<file path="config.mk">
export PLATFORM = sky130hd
export DESIGN_NAME = dual_crc32c_block_hash
export DESIGN_NICKNAME = d
export VERILOG_FILES = /design/src/rtl/core/dcbh_pkg.sv /design/src/rtl/core/dcbh_lane.sv /design/src/rtl/core/dcbh_merge.sv /design/src/rtl/core/dual_crc32c_block_hash.sv
export VERILOG_INCLUDE_DIRS = /design/src /design/src/rtl/core
export SDC_FILE = /design/constraint.sdc
export NUM_CORES = 2
export LEC_CHECK = 0
export ABC_AREA = 1
export ABC_CLOCK_PERIOD_IN_PS = 3600
export BUFFER_PORTS_ARGS = -buffer_cell sky130_fd_sc_hd__buf_2
export CELL_PAD_IN_SITES_DETAIL_PLACEMENT = 0
export CELL_PAD_IN_SITES_GLOBAL_PLACEMENT = 1
export CORE_MARGIN = 2
export CORE_UTILIZATION = 40
export CTS_CLUSTER_SIZE = 24
export DETAILED_ROUTE_END_ITERATION = 7
export MAX_ROUTING_LAYER = met4
export PLACE_DENSITY = 0.86
export RECOVER_POWER = 25
export SYNTH_ARGS = -nofsm -noshare
export SYNTH_HDL_FRONTEND = slang
export SYNTH_SLANG_ARGS = --single-unit
</file>
<file path="constraint.sdc">
create_clock -name clk -period 3.6 [get_ports clk]
set_clock_uncertainty 0.1 [all_clocks]
set_input_delay 0.18 -clock clk [delete_from_list [all_inputs] [get_ports clk]]
set_output_delay 0.18 -clock clk [all_outputs]
set_load 0.1 [all_outputs]
</file>
<file path="src/rtl/core/dual_crc32c_block_hash_assert.svh">
// ----------------------------------------------------------------------------
// dual crc32c block hash assertion macros
// shared concurrent assertion forms, clocked on clk and disabled in reset
// ----------------------------------------------------------------------------
`ifndef DUAL_CRC32C_BLOCK_HASH_ASSERT_SVH
`define DUAL_CRC32C_BLOCK_HASH_ASSERT_SVH

// same-cycle implication
`define DCBH_ASSERT_NOW(label, ante, cons, msg) \
	label: assert property (@(posedge clk) disable iff (!arst_n) (ante) |-> (cons)) \
		else $error(msg);

// next-cycle implication
`define DCBH_ASSERT_NEXT(label, ante, cons, msg) \
	label: assert property (@(posedge clk) disable iff (!arst_n) (ante) |=> (cons)) \
		else $error(msg);

`endif

</file>
<file path="src/rtl/core/dcbh_pkg.sv">
// ----------------------------------------------------------------------------
// dcbh_pkg
// types, constants and crc-32c column tables for the dual block hash
// ----------------------------------------------------------------------------
package dcbh_pkg;

	localparam int unsigned CRC_W      = 32;
	localparam int unsigned WORD_W     = 64;
	localparam int unsigned SAMPLE_W   = 16;
	localparam int unsigned LANES      = WORD_W / SAMPLE_W;
	localparam int unsigned LANE_IDX_W = $clog2(LANES);
	localparam int unsigned BIT_IDX_W  = $clog2(SAMPLE_W);
	localparam int unsigned MAX_TX_SIDE = 64;

	localparam logic [CRC_W-1:0]  POLY_REFLECTED = 32'h82F6_3B78;
	localparam logic [CRC_W-1:0]  LOW_INIT       = 32'hFFFF_FFFF;
	localparam logic [CRC_W-1:0]  HIGH_INIT      = 32'h9E37_79B9;
	localparam logic [WORD_W-1:0] HIGH_WHITEN    = 64'hA5A5_A5A5_A5A5_A5A5;

	typedef logic [LANE_IDX_W-1:0] lane_idx_t;
	typedef logic [SAMPLE_W-1:0]   sample_t;
	typedef logic [CRC_W-1:0]      crc_t;

	typedef logic [WORD_W-1:0][CRC_W-1:0] word_cols_t;
	typedef logic [CRC_W-1:0][CRC_W-1:0]  state_cols_t;

	// per-lane partial crc for both streams
	typedef struct packed {
		crc_t lo;
		crc_t hi;
	} lane_sum_t;

	// handshake control from top to merge stage
	typedef struct packed {
		logic take;
		logic fold;
	} merge_ctrl_t;

	// bit-serial reflected crc, elaboration use only
	function automatic crc_t crc_shift(crc_t r_in, logic [WORD_W-1:0] w_in, int unsigned n);
		crc_t r;
		logic [WORD_W-1:0] w;
		logic fb;
		r = r_in;
		w = w_in;
		for (int unsigned k = 0; k < n; k++) begin
			fb = r[0] ^ w[0];
			r  = r >> 1;
			if (fb) begin
				r = r ^ POLY_REFLECTED;
			end
			w = w >> 1;
		end
		return r;
	endfunction

	// contribution of each word bit from a zero register, followed by z zero bits
	function automatic word_cols_t word_cols(int unsigned z);
		word_cols_t res;
		for (int unsigned j = 0; j < WORD_W; j++) begin
			res[j] = crc_shift(crc_shift('0, WORD_W'(1) << j, WORD_W), '0, z);
		end
		return res;
	endfunction

	// register advanced by n zero bits, one column per register bit
	function automatic state_cols_t state_cols(int unsigned n);
		state_cols_t res;
		for (int unsigned i = 0; i < CRC_W; i++) begin
			res[i] = crc_shift(CRC_W'(1) << i, '0, n);
		end
		return res;
	endfunction

	localparam word_cols_t  WCOL_ONE = word_cols(0);
	localparam word_cols_t  WCOL_TWO = word_cols(WORD_W);
	localparam state_cols_t SCOL_ONE = state_cols(WORD_W);
	localparam state_cols_t SCOL_TWO = state_cols(2 * WORD_W);

	// gf(2) matrix times register
	function automatic crc_t apply_state(state_cols_t cols, crc_t v);
		crc_t res;
		res = '0;
		for (int unsigned i = 0; i < CRC_W; i++) begin
			res = res ^ (v[i] ? cols[i] : '0);
		end
		return res;
	endfunction

endpackage

</file>
<file path="src/rtl/core/dcbh_lane.sv">
// ----------------------------------------------------------------------------
// dcbh_lane
// crc contribution of one 16-bit sample slot and its metadata slice
// ----------------------------------------------------------------------------
module dcbh_lane (
	input  dcbh_pkg::lane_idx_t pos,
	input  dcbh_pkg::sample_t   sample,
	input  dcbh_pkg::sample_t   meta_lo,
	input  dcbh_pkg::sample_t   meta_hi,
	input  logic                last,
	output dcbh_pkg::lane_sum_t sum
);
	import dcbh_pkg::*;

	sample_t whitened;

	assign whitened = sample ^ HIGH_WHITEN[pos * SAMPLE_W +: SAMPLE_W];

	always_comb begin
		logic [LANE_IDX_W+BIT_IDX_W-1:0] bit_idx;
		crc_t lo;
		crc_t hi;
		lo = '0;
		hi = '0;
		for (int k = 0; k < SAMPLE_W; k++) begin
			bit_idx = {pos, BIT_IDX_W'(k)};
			// word bits, pushed one word further when metadata follows
			lo = lo ^ (sample[k] ? (last ? WCOL_TWO[bit_idx] : WCOL_ONE[bit_idx]) : '0);
			hi = hi ^ (whitened[k] ? (last ? WCOL_TWO[bit_idx] : WCOL_ONE[bit_idx]) : '0);
			// metadata word only on the last word
			lo = lo ^ ((last && meta_lo[k]) ? WCOL_ONE[bit_idx] : '0);
			hi = hi ^ ((last && meta_hi[k]) ? WCOL_ONE[bit_idx] : '0);
		end
		sum.lo = lo;
		sum.hi = hi;
	end

endmodule

</file>
<file path="src/rtl/core/dcbh_merge.sv">
// ----------------------------------------------------------------------------
// dcbh_merge
// combines lane sums, folds them into both crc registers, holds the result
// ----------------------------------------------------------------------------
module dcbh_merge (
	input  logic                             clk,
	input  logic                             arst_n,
	input  dcbh_pkg::merge_ctrl_t            ctrl,
	input  dcbh_pkg::lane_sum_t [dcbh_pkg::LANES-1:0] lane_sums,
	input  logic                             last,
	output logic                             last_s1,
	output dcbh_pkg::crc_t                   hash_low_q,
	output dcbh_pkg::crc_t                   hash_high_q
);
	import dcbh_pkg::*;

	crc_t delta_lo;
	crc_t delta_hi;
	crc_t delta_lo_s1;
	crc_t delta_hi_s1;
	crc_t crc_lo_q;
	crc_t crc_hi_q;
	crc_t next_lo;
	crc_t next_hi;

	always_comb begin
		delta_lo = '0;
		delta_hi = '0;
		for (int g = 0; g < LANES; g++) begin
			delta_lo = delta_lo ^ lane_sums[g].lo;
			delta_hi = delta_hi ^ lane_sums[g].hi;
		end
	end

	always_ff @(posedge clk) begin
		if (ctrl.take) begin
			delta_lo_s1 <= delta_lo;
			delta_hi_s1 <= delta_hi;
		end
	end

	always_ff @(posedge clk or negedge arst_n) begin
		if (!arst_n) begin
			last_s1 <= 1'b0;
		end else if (ctrl.take) begin
			last_s1 <= last;
		end
	end

	// register advanced over one word, or over word plus metadata
	assign next_lo = (last_s1 ? apply_state(SCOL_TWO, crc_lo_q)
	                          : apply_state(SCOL_ONE, crc_lo_q)) ^ delta_lo_s1;
	assign next_hi = (last_s1 ? apply_state(SCOL_TWO, crc_hi_q)
	                          : apply_state(SCOL_ONE, crc_hi_q)) ^ delta_hi_s1;

	always_ff @(posedge clk or negedge arst_n) begin
		if (!arst_n) begin
			crc_lo_q <= LOW_INIT;
			crc_hi_q <= HIGH_INIT;
		end else if (ctrl.fold) begin
			crc_lo_q <= last_s1 ? LOW_INIT : next_lo;
			crc_hi_q <= last_s1 ? HIGH_INIT : next_hi;
		end
	end

	always_ff @(posedge clk) begin
		if (ctrl.fold && last_s1) begin
			hash_low_q  <= next_lo;
			hash_high_q <= next_hi;
		end
	end

endmodule

</file>
<file path="src/rtl/core/dual_crc32c_block_hash.sv">
// ----------------------------------------------------------------------------
// dual_crc32c_block_hash
// two-stream reflected crc-32c hash over a residual block
// ----------------------------------------------------------------------------
// usage:
//   input channel (in_valid / in_stall) carries one 64-bit word per
//   transaction: four 16-bit samples, sample0 in the low bits, in raster
//   order. last_word closes the block; the metadata fields are only
//   looked at on that word.
//   output channel (out_valid / out_stall) carries one transaction per
//   block: hash_low and hash_high.
//   throughput: one word per cycle while in_stall is low. four sample lanes
//   compute their crc contribution in parallel, then the merge stage folds
//   the summed contribution into each crc register with a 32x32 xor matrix,
//   one for a plain word and one for a word followed by metadata.
//   result path: the accepting edge loads the lane stage; folding that last
//   word loads the output register and raises out_valid.
//   stall: non-last words keep flowing while a result waits. a last word
//   held in the lane stage waits only while the output register is full
//   and stalled, and then in_stall is raised.
//   reset: both crc registers load their initial values, nothing is valid.
// ----------------------------------------------------------------------------
module dual_crc32c_block_hash (
	input  logic                clk,
	input  logic                arst_n,
	input  logic                in_valid,
	output logic                in_stall,
	input  logic signed [15:0]  sample0,
	input  logic signed [15:0]  sample1,
	input  logic signed [15:0]  sample2,
	input  logic signed [15:0]  sample3,
	input  logic                last_word,
	input  logic [9:0]          quant_index,
	input  logic [4:0]          skip_context,
	input  logic [2:0]          dc_sign_context,
	input  logic [6:0]          block_width,
	input  logic [6:0]          block_height,
	output logic                out_valid,
	input  logic                out_stall,
	output logic [31:0]         hash_low,
	output logic [31:0]         hash_high
);
	import dcbh_pkg::*;

	`include "dual_crc32c_block_hash_assert.svh"

	logic [LANES-1:0][SAMPLE_W-1:0] samples;
	logic [WORD_W-1:0]              meta_lo_word;
	logic [WORD_W-1:0]              meta_hi_word;
	lane_sum_t [LANES-1:0]          lane_sums;
	merge_ctrl_t                    ctrl;
	logic                           valid_s1;
	logic                           last_s1;
	logic                           out_valid_q;
	crc_t                           hash_low_q;
	crc_t                           hash_high_q;

	// raw two's complement bits of each sample
	assign samples = {sample3, sample2, sample1, sample0};

	// metadata words, same bit layout as a sample word
	assign meta_lo_word = {22'b0, quant_index, 11'b0, skip_context, 13'b0, dc_sign_context};
	assign meta_hi_word = {25'b0, block_width, 25'b0, block_height};

	// one lane per sample slot
	for (genvar g = 0; g < LANES; g++) begin : g_lane
		dcbh_lane u_lane (
			.pos     (lane_idx_t'(g)),
			.sample  (samples[g]),
			.meta_lo (meta_lo_word[g * SAMPLE_W +: SAMPLE_W]),
			.meta_hi (meta_hi_word[g * SAMPLE_W +: SAMPLE_W]),
			.last    (last_word),
			.sum     (lane_sums[g])
		);
	end

	// lane stage drains unless it holds a last word with nowhere to go
	assign ctrl.fold = valid_s1 && (!last_s1 || !out_valid_q || !out_stall);
	assign in_stall  = valid_s1 && !ctrl.fold;
	assign ctrl.take = in_valid && !in_stall;

	dcbh_merge u_merge (
		.clk         (clk),
		.arst_n      (arst_n),
		.ctrl        (ctrl),
		.lane_sums   (lane_sums),
		.last        (last_word),
		.last_s1     (last_s1),
		.hash_low_q  (hash_low_q),
		.hash_high_q (hash_high_q)
	);

	always_ff @(posedge clk or negedge arst_n) begin
		if (!arst_n) begin
			valid_s1 <= 1'b0;
		end else if (ctrl.take) begin
			valid_s1 <= 1'b1;
		end else if (ctrl.fold) begin
			valid_s1 <= 1'b0;
		end
	end

	// output register: loaded by a folded last word, freed by a transaction
	always_ff @(posedge clk or negedge arst_n) begin
		if (!arst_n) begin
			out_valid_q <= 1'b0;
		end else if (ctrl.fold && last_s1) begin
			out_valid_q <= 1'b1;
		end else if (!out_stall) begin
			out_valid_q <= 1'b0;
		end
	end

	assign out_valid = out_valid_q;
	assign hash_low  = hash_low_q;
	assign hash_high = hash_high_q;

	`DCBH_ASSERT_NOW(a_stall_only_on_last, in_stall, valid_s1 && last_s1, "input stalled without a pending last word")
	`DCBH_ASSERT_NOW(a_no_result_overwrite, ctrl.fold && last_s1 && out_valid_q, !out_stall, "result register overwritten while stalled")
	`DCBH_ASSERT_NEXT(a_result_follows_fold, ctrl.fold && last_s1, out_valid, "folded last word did not raise out_valid")
	`DCBH_ASSERT_NEXT(a_take_fills_stage, ctrl.take, valid_s1, "accepted word missing from lane stage")

endmodule

</file>
==> run metrics <==
Hold WC Path Type in -> reg; Layout Nets 11267; cell taking the most area after synthesis nand2_1; Slowest-stage cell, CP xnor2_1; slew at the pin with the worst max-slew slack 1.83 ns; Setup TNS 0 ns; fin crit period 3.33 ns; Cells on Worst Hold Path 4; clock latency on the worst-skew pair 0.59 ns; f_max 300 MHz; switch share 65.5%; Seq cells post-synth just under 200; HPWL Detailed approximately 290 mm; Die Y 376 um; P_int 0.0224 W; Comb pwr share 87.8%; Final Hold Vio Count 0; Post-route DRC 0; Worst setup SP type flop; CP Depth 10; P_leak 38.4 nW; row count around 140; CP delay by family, top XOR/XNOR gates; gr usage total 48.8%; Pwr Density 1040 nW/um^2; DR iter-0 viols 9744; I/O Pins 167; Period Utilization, post-route 92.6%; maximum vdd drop 731 uV; Synthesis Warnings 0; die area about 140000 um^2; worst setup path class reg -> reg; CTS Buf Count 17; Synth Area per Inst 5.19 um^2; RSZ-0062 raised after global routing false; outcome complete, but fails checks; worst hold slack 0.283 ns; hold_sp in_valid; fillers 15275; Mapped Cells 10655; Worst Path Required around 3.8 ns; Psw 0.0425 W; routed vias/inst 5.57; Slew Viols, Final 55; first-pass GRT wire length 477 mm; postcts setup bufs 0; Initial Util 40.2%; synth cell count leaders nand2_1 (5337), inv_1 (1295), nand3_1 (1190), xor2_1 (899), xnor2_1 (460); FF-to-FF path depth 10; asr flop ratio synth 34.4%; post-CTS sizing 0; Main synth FF type edfxtp_1; Initial DRT Pass Iterations 8; sequential fraction of design power under 10%; CTS root buf clkbuf_16; Worst R2R End u_merge.hash_high_q[21]$_DFFE_PP_; fraction of layout cells with a size suffix above 1 8.62%; CTS Buffer Depth 2; syn nets 10756; Setup crit end kind flop; R2R setup slack approximately 0.27 ns; CTS Hold Buffers Added 3; Post-Syn Area between 50000 and 60000 um^2; Buffers on Ports 166; vias in the first global route 64552; critical path arrival 3.49 ns; headroom to the max-slew limit -22.3%; crit path from u_merge.crc_hi_q[11]$_DFFE_PN1P_; initial antenna violation count 5; routed via count 72350; CTS clk-pin slew, worst paths around 0.1 ns; die width 376 um; Max Fanout on Critical Path 8; synthesis-to-finish area growth 13.2%; failing checks max-capacitance violations, max-slew violations; Critical Path End u_merge.hash_high_q[21]$_DFFE_PP_; Placed Cells 12938; worst reg2reg path startpoint u_merge.crc_hi_q[11]$_DFFE_PN1P_; Worst Path Buf+Inv 1; # setup viols final 0; Antenna Violating Nets Remaining 0; TritonCTS clock tree done; Most common cell on crit path nand2_1; clk sinks 195; library cells used by synthesis between 40 and 50; non-filler instance count after layout 12981; Core Box Area 137000 um^2; Synth top area share a little over a third; top cells by area, synth nand2_1 (36%), xor2_1 (14%), nand3_1 (11%); Routed WL 345 mm; largest net degree at the start of global routing 55; Placer Congestion 1.17; drt wl/cell 26.6 um; clock network fraction of total power 3.6%; GRT overflow 0; max_cap viols 1; top-count cell post-synth nand2_1; critical path's largest stage delay between 0.9 and 1 ns; worst-path cell chain buf_4 -> xnor2_1 -> nand2_1 -> nand2_1 -> xor2_1 -> nand3_1 -> nand3_1 -> nand2_1 -> nand2_1 -> nand2_1; post-synthesis sequential area ratio 10.1%; number of flops mapped to enable cells by yosys 128; H-tree depth 4
==> worst min-delay path, delay by kind of cell <==
| kind | cells | cell delay (ns) |
|---|---|---|
| buffers and inverters | 3 | 0.67 |
| AOI/OAI and AO/OA | 1 | 0.07 |
==> worst min-delay path by stage <==
stage                                             endpoint  slack [ns]
final                                 valid_s1$_DFFE_PN0P_        0.28
after global placement    u_merge.crc_hi_q[23]$_DFFE_PN0P_        0.25
after floorplan                      out_valid$_DFFE_PN0P_       -0.22
after detailed placement  u_merge.crc_hi_q[29]$_DFFE_PN0P_        0.25
after CTS                 u_merge.crc_hi_q[24]$_DFFE_PN0P_        0.18
after global routing                 out_valid$_DFFE_PN0P_        0.30
==> metrics by stage <==
stage               cell area, um^2  worst slack, ns  util (%)  total power [W]
floorplan                     55300            0.254         -           0.0419
detailed placement            62000            0.163      45.1           0.0605
finish                        62500            0.267      45.5           0.0649
global placement              62000            0.186      45.1           0.0596
CTS                           62600            0.450      45.6           0.0630
global route                  62500            0.326      45.5           0.0695
==> power by group through the flow <==
stage | Clock, W | Combinational [W] | Sequential (W)
after global routing | 0.00238 | 0.0615 | 0.00560
after floorplan | 0 | 0.0351 | 0.00688
after detailed placement | 0 | 0.0550 | 0.00552
after global placement | 0 | 0.0541 | 0.00551
after CTS | 0.00234 | 0.0552 | 0.00548
final | 0.00233 | 0.0570 | 0.00561
==> cell families (layout without fill, tap and decap cells) <==
group | Yosys count | after routing | share of synthesized area (%)
and+or+nand+nor | 7079 | 7079 | 52.6
buffers and inverters | 1642 | 2166 | 11.9
xor gates and xnor gates | 1365 | 1365 | 21.7
AOI/OAI and AO/OA | 373 | 373 | 3.72
DFF | 195 | 195 | 10.1
muxes | 1 | 1 | 0.0181
other | 0 | 8 | 0
==> cell type report <==
cell class / instances / area, um^2 / area share, %
Antenna cell: 8 / 20.0 / 0.0320
Clock buffer: 17 / 425 / 0.680
Clock inverter: 15 / 165 / 0.264
Timing Repair Buffer: 797 / 5930 / 9.48
Tap cell: 1794 / 2240 / 3.59
Inverter: 1337 / 5020 / 8.03
Multi-Input combinational cell: 8818 / 43100 / 69.0
Sequential cell: 195 / 5590 / 8.93
==> layer usage <==
| metal | wire length (um) | up-vias | track usage, % |
|---|---|---|---|
| li1 | - | 33622 | - |
| met1 | 127000 | 32783 | 56.9 |
| met2 | 144000 | 4639 | 72.9 |
| met3 | 37100 | 1306 | 8.72 |
| met4 | 37200 | 0 | 41.1 |
| met5 | 0 | - | - |
==> cells in the final DEF (no fill, tap or decap), types with 5 or more instances in the layout <==
cell type / count
nand2_1: 5337
inv_1: 1293
nand3_1: 1190
xor2_1: 899
buf_4: 595
xnor2_1: 460
o21ai_0: 229
nor2_1: 220
nand3b_1: 137
edfxtp_1: 128
buf_2: 119
or2_2: 71
nand4_1: 63
dfstp_2: 52
a21oi_1: 48
clkbuf_1: 46
clkinv_1: 35
nand2_2: 35
buf_12: 32
o211ai_1: 22
o21ai_1: 20
a21o_1: 18
clkbuf_16: 17
o22ai_1: 15
dfrtp_1: 14
nand2b_1: 12
diode_2: 8
inv_2: 7
or2_1: 6
o21bai_1: 6
inv_6: 5
==> sequential cells by signal, indices dropped and copies added (netlist names) <==
name,cells
out_valid,1
u_merge.crc_hi_q,32
u_merge.crc_lo_q,32
u_merge.delta_hi_s1,32
u_merge.delta_lo_s1,32
u_merge.hash_high_q,32
u_merge.hash_low_q,32
u_merge.last_s1,1
valid_s1,1
(Power assumes the default switching activity.)
